### src/ffp_pkg.sv
package ffp_pkg;

   localparam int BLOCK_W       = 128;
   localparam int KEY_W         = 256;
   localparam int MAX_OUT_BYTES = 64;
   localparam int AES_ROUNDS    = 14;
   localparam int BLOCK_BYTES   = 16;

   localparam logic [7:0] SBOX [256] = '{
      8'h63,8'h7c,8'h77,8'h7b,8'hf2,8'h6b,8'h6f,8'hc5,8'h30,8'h01,8'h67,8'h2b,8'hfe,8'hd7,8'hab,8'h76,
      8'hca,8'h82,8'hc9,8'h7d,8'hfa,8'h59,8'h47,8'hf0,8'had,8'hd4,8'ha2,8'haf,8'h9c,8'ha4,8'h72,8'hc0,
      8'hb7,8'hfd,8'h93,8'h26,8'h36,8'h3f,8'hf7,8'hcc,8'h34,8'ha5,8'he5,8'hf1,8'h71,8'hd8,8'h31,8'h15,
      8'h04,8'hc7,8'h23,8'hc3,8'h18,8'h96,8'h05,8'h9a,8'h07,8'h12,8'h80,8'he2,8'heb,8'h27,8'hb2,8'h75,
      8'h09,8'h83,8'h2c,8'h1a,8'h1b,8'h6e,8'h5a,8'ha0,8'h52,8'h3b,8'hd6,8'hb3,8'h29,8'he3,8'h2f,8'h84,
      8'h53,8'hd1,8'h00,8'hed,8'h20,8'hfc,8'hb1,8'h5b,8'h6a,8'hcb,8'hbe,8'h39,8'h4a,8'h4c,8'h58,8'hcf,
      8'hd0,8'hef,8'haa,8'hfb,8'h43,8'h4d,8'h33,8'h85,8'h45,8'hf9,8'h02,8'h7f,8'h50,8'h3c,8'h9f,8'ha8,
      8'h51,8'ha3,8'h40,8'h8f,8'h92,8'h9d,8'h38,8'hf5,8'hbc,8'hb6,8'hda,8'h21,8'h10,8'hff,8'hf3,8'hd2,
      8'hcd,8'h0c,8'h13,8'hec,8'h5f,8'h97,8'h44,8'h17,8'hc4,8'ha7,8'h7e,8'h3d,8'h64,8'h5d,8'h19,8'h73,
      8'h60,8'h81,8'h4f,8'hdc,8'h22,8'h2a,8'h90,8'h88,8'h46,8'hee,8'hb8,8'h14,8'hde,8'h5e,8'h0b,8'hdb,
      8'he0,8'h32,8'h3a,8'h0a,8'h49,8'h06,8'h24,8'h5c,8'hc2,8'hd3,8'hac,8'h62,8'h91,8'h95,8'he4,8'h79,
      8'he7,8'hc8,8'h37,8'h6d,8'h8d,8'hd5,8'h4e,8'ha9,8'h6c,8'h56,8'hf4,8'hea,8'h65,8'h7a,8'hae,8'h08,
      8'hba,8'h78,8'h25,8'h2e,8'h1c,8'ha6,8'hb4,8'hc6,8'he8,8'hdd,8'h74,8'h1f,8'h4b,8'hbd,8'h8b,8'h8a,
      8'h70,8'h3e,8'hb5,8'h66,8'h48,8'h03,8'hf6,8'h0e,8'h61,8'h35,8'h57,8'hb9,8'h86,8'hc1,8'h1d,8'h9e,
      8'he1,8'hf8,8'h98,8'h11,8'h69,8'hd9,8'h8e,8'h94,8'h9b,8'h1e,8'h87,8'he9,8'hce,8'h55,8'h28,8'hdf,
      8'h8c,8'ha1,8'h89,8'h0d,8'hbf,8'he6,8'h42,8'h68,8'h41,8'h99,8'h2d,8'h0f,8'hb0,8'h54,8'hbb,8'h16
   };

   function automatic logic [7:0] xtime(input logic [7:0] v);
      return {v[6:0], 1'b0} ^ (v[7] ? 8'h1b : 8'h00);
   endfunction

   function automatic logic [31:0] sub_word(input logic [31:0] w);
      return {SBOX[w[31:24]], SBOX[w[23:16]], SBOX[w[15:8]], SBOX[w[7:0]]};
   endfunction

   // One AES round without the key add. Byte k of the block sits at bits
   // [127-8k -: 8]; the final round skips MixColumns.
   function automatic logic [127:0] aes_round(input logic [127:0] s, input logic last);
      logic [7:0] sb [16];
      logic [7:0] t  [16];
      logic [7:0] a0, a1, a2, a3, all;
      logic [127:0] res;
      for (int k = 0; k < 16; k++) begin
         sb[k] = s[127-8*k -: 8];
      end
      for (int c = 0; c < 4; c++) begin
         for (int r = 0; r < 4; r++) begin
            t[r+4*c] = SBOX[sb[r + 4*((c+r) & 3)]];
         end
      end
      for (int c = 0; c < 4; c++) begin
         a0  = t[4*c];
         a1  = t[4*c+1];
         a2  = t[4*c+2];
         a3  = t[4*c+3];
         all = a0 ^ a1 ^ a2 ^ a3;
         if (last) begin
            res[127-32*c -: 32] = {a0, a1, a2, a3};
         end else begin
            res[127-32*c -: 32] = {a0 ^ all ^ xtime(a0 ^ a1), a1 ^ all ^ xtime(a1 ^ a2),
                                   a2 ^ all ^ xtime(a2 ^ a3), a3 ^ all ^ xtime(a3 ^ a0)};
         end
      end
      return res;
   endfunction

endpackage

### src/ffp_aes_core.sv
module ffp_aes_core (
   input  logic                        clock,
   input  logic                        reset,
   input  logic                        start,
   input  logic [ffp_pkg::KEY_W-1:0]   key,
   input  logic [ffp_pkg::BLOCK_W-1:0] din,
   output logic                        done,
   output logic [ffp_pkg::BLOCK_W-1:0] dout
);
   import ffp_pkg::*;

   // One round per cycle; the key schedule rolls a window of eight words
   // forward by four words after each round.
   logic [BLOCK_W-1:0] state_ff, state_in;
   logic [KEY_W-1:0]   win_ff, win_in;
   logic [7:0]         rcon_ff, rcon_in;
   logic [3:0]         round_ff, round_in;
   logic               busy_ff, busy_in;
   logic               done_ff, done_in;
   logic [31:0]        tmp, n0, n1, n2, n3;
   logic               rot;

   always_comb begin
      rot = round_ff[0];
      tmp = rot ? (sub_word({win_ff[23:0], win_ff[31:24]}) ^ {rcon_ff, 24'h0})
                : sub_word(win_ff[31:0]);
      n0  = win_ff[255:224] ^ tmp;
      n1  = win_ff[223:192] ^ n0;
      n2  = win_ff[191:160] ^ n1;
      n3  = win_ff[159:128] ^ n2;
      state_in = state_ff;
      win_in   = win_ff;
      rcon_in  = rcon_ff;
      round_in = round_ff;
      busy_in  = busy_ff;
      done_in  = 1'b0;
      if (start) begin
         state_in = din ^ key[KEY_W-1 -: BLOCK_W];
         win_in   = key;
         rcon_in  = 8'h01;
         round_in = 4'd1;
         busy_in  = 1'b1;
      end else if (busy_ff) begin
         state_in = aes_round(state_ff, round_ff == 4'(AES_ROUNDS)) ^ win_ff[127:0];
         win_in   = {win_ff[127:0], n0, n1, n2, n3};
         rcon_in  = rot ? xtime(rcon_ff) : rcon_ff;
         round_in = round_ff + 4'd1;
         if (round_ff == 4'(AES_ROUNDS)) begin
            busy_in = 1'b0;
            done_in = 1'b1;
         end
      end
   end

   always_ff @(posedge clock) begin
      if (reset) begin
         busy_ff  <= 1'b0;
         done_ff  <= 1'b0;
         round_ff <= 4'd0;
      end else begin
         busy_ff  <= busy_in;
         done_ff  <= done_in;
         round_ff <= round_in;
      end
      state_ff <= state_in;
      win_ff   <= win_in;
      rcon_ff  <= rcon_in;
   end

   assign done = done_ff;
   assign dout = state_ff;

endmodule
### config.mk
export PLATFORM = sky130hd
export DESIGN_NAME = ffp_aes_core
export DESIGN_NICKNAME = d
export VERILOG_FILES = /design/src/ffp_pkg.sv /design/src/ffp_aes_core.sv
export SDC_FILE = /design/constraint.sdc
export NUM_CORES = 2
export LEC_CHECK = 0
export BUFFER_PORTS_ARGS = -buffer_cell sky130_fd_sc_hd__buf_2
export CORE_UTILIZATION = 32
export CTS_CLUSTER_SIZE = 12
export DETAILED_ROUTE_END_ITERATION = 6
export SYNTH_ARGS = -nofsm -noshare
export SYNTH_HDL_FRONTEND = slang
export SYNTH_SLANG_ARGS = --single-unit
### constraint.sdc
create_clock -name clock -period 13.75 [get_ports clock]
set_clock_uncertainty 0.1 [all_clocks]
set_input_delay 1.375 -clock clock [delete_from_list [all_inputs] [get_ports clock]]
set_output_delay 1.375 -clock clock [all_outputs]
set_load 0.01 [all_outputs]
==> metrics.md <==
| Metric | Value |
|---|---|
| RSZ-0062 raised after global routing | `no` |
| Synth-to-Final Area Change | `4.981%` |
| Drc violations | `23` |
| CTS root buf | `clkbuf_16` |
| TritonCTS clock tree | `done` |
| Clk sinks | `398` |
| GP Congestion | `1.053` |
| Fillcell total | `about 32,000` |
| Most frequent cells after synthesis | `nand2_1 (1,070), a21oi_1 (986), o21ai_0 (985), nor2_1 (875), clkbuf_1 (743)` |
| DR vias | `between 100k and 150k` |
| Layout cell share with drive strength beyond 1 | `14.28%` |
| Cells after synthesis | `12,704` |
| Post-synth top area share | `around 12%` |
| Pin count of the biggest net entering global routing | `118` |
| Port Buffers | `515` |
| Maxcap violations | `1` |
| Number of buffers created by CTS | `53` |
| CTS H-Tree Depth | `2` |
| Most Crowded Layer GR | `met2` |
| GRT met1 Usage | `~43%` |
| Status | `finished with violations` |
| First-pass GRT wire length | `745,400 um` |
| Final Hold Viols | `0` |
| HP Class | `reg2reg` |
| Met2 global-route usage | `49.06%` |
| Most common cell in the synthesized netlist | `nand2_1` |
| Per-cell routed wire length | `approximately 33 um` |
| Die area | `between 200,000 and 300,000 um^2` |
| Detailed placement HPWL | `roughly 380,000 um` |
| Period Utilization, post-route | `about 52%` |
| Fin nets | `approximately 13,000` |
| # setup viols final | `0` |
| Area of the multi-input gates | `75,540 um^2` |
| Failing checks | `DRC, capacitance limit, slew limit` |
| Dpl ws | `approximately 6.7 ns` |
| Post-Route WL | `525,600 um` |
| CP Max Fanout | `31` |
| Arrival @ worst endpoint | `roughly 7.5 ns` |
| Post-synth EDFFs | `384` |
| Die width | `around 550 um` |
| Yosys top cell by area | `edfxtp_1` |
| Commonest register cell after synthesis | `edfxtp_1` |
| Setup ws final | `roughly 6.6 ns` |
| Syn nets | `13,390` |
| Slew @ Worst Pin | `1.507 ns` |
| Met3 GRT Util | `7.315%` |
| Worst-case clock buffer depth | `3` |
| Tmin final | `between 7 and 8 ns` |
| Total gr overflow | `0` |
| Synth top area cells | `edfxtp_1 (12%), mux4_2 (7.9%), a21oi_1 (5.2%)` |
| Startpoint types | `flip-flop` |
| Die H | `around 550 um` |
| Initial DRC count | `22,106` |
| Async SR Flop Fraction | `0%` |
| Post-route ant nets | `0` |
| Core ar. | `295,100 um^2` |
| Clock slew at reported path FFs | `0.06 ns` |
| Skew-Pair Late Insertion Delay | `between 0.7 and 0.8 ns` |
| Synth Cell Area | `95,250 um^2` |
| Setup TNS | `0 ns` |
| Sequential fraction of the synthesis area | `around 12%` |
| Vias in the first global route | `a little under 100k` |
| Total track usage | `approximately a third` |
| Via-per-instance ratio | `slightly below 7` |
| CTS Hold Bufs | `0` |
| Starting Density | `around a third` |
| Synth unique cells | `between 100 and 150` |
| Maximum clock frequency | `about 140 MHz` |
| Initial antenna violation count | `30` |
| Setup Buffers After CTS | `0` |
| Yosys warning count | `0` |
| Syn Area/Cell | `roughly 7.5 um^2` |
| Crit path capture type | `flip-flop` |
| Synthesized flop and latch total | `between 300 and 400` |
| Row Count | `199` |
| Post-CTS sizing | `0` |
| Final Max Tran Viols | `3` |
| Critical Path RT | `roughly 14 ns` |
| I/O pin count | `~520` |
| DRT Pass-1 Iters | `7` |
| Sequential cell area | `between 10,000 and 15,000 um^2` |
| Critical Setup Path Class | `reg2reg` |
| Relative slew slack | `-0.9373%` |
cell type report:
cell class                 count  area share, %
multi-input combinational  10561          75.54
sequential                   398          11.81
timing repair buffer         847          5.109
tap                         3919          4.904
clock buffer                  61          1.356
inverter                     243         0.9272
clock inverter                33         0.3253
antenna                        9        0.02252
sequential cells by signal, indices dropped and copies added (netlist names):
signal,flops
done,1
win_ff,256
rcon_ff,8
busy_ff,1
dout,128
round_ff,4
worst paths after layout:
check | start | to | slack (ns) | cells past startpoint
max | win_ff[1] | win_ff[6] | 6.61 | 14
min | rcon_ff[1] | rcon_ff[2] | 0.39 | 2
max reg2reg | win_ff[1] | win_ff[6] | 6.61 | 14
min reg2reg | rcon_ff[1] | rcon_ff[2] | 0.39 | 2
critical path, stage by stage (launching register included):
cell and delay [ns]:
edfxtp_1 0.34, buf_4 0.40, inv_1 0.35, ha_1 0.81
nor2b_1 0.70, a211oi_1 0.19, a311oi_1 0.31, nor3_1 0.08
a211o_1 0.28, a31oi_1 1.17, nor2_1 0.39, a21oi_2 0.87
xnor2_1 0.38, xnor2_1 0.23, mux2_2 0.27
kinds of logic after synthesis:
group           count (synthesis)  share of synthesized area, %
compound gates               4511                         32.10
xor+xnor                      853                         9.397
fa+ha+maj                     299                         3.927
buf+inv                      1745                         8.386
flops                         398                         12.40
mux                           689                         11.86
simple gates                 4209                         21.92
stage by stage:
step	hold WS (ns)	util [%]	cell area (um^2)	std cells
finish	0.3887	33.89	100000	16071
global route	0.4206	33.89	99990	16066
CTS	0.3910	33.88	99960	16061
detailed placement	0.3781	33.31	98270	15967
global placement	0.3757	33.30	98260	15966
floorplan	0.3568	-	95250	12704
placed cells by master, fill, tap and decap left out, types with 383 or more instances in the layout:
cell type	n
nand2b_1	401
nor3_1	413
nand2_1	1070
buf_2	514
o21ai_0	983
nor2_1	875
nand3_1	387
edfxtp_1	384
xnor2_1	383
a21oi_1	985
per-layer routing:
metal,routed length [um],up-vias
met1,199500,52826
met4,42700,14
li1,-,46830
met3,62940,1470
met2,220400,8589
met5,89,-
Power is not shown: default switching activity piles up to over one toggle a cycle in this logic, so the estimate is an artifact.
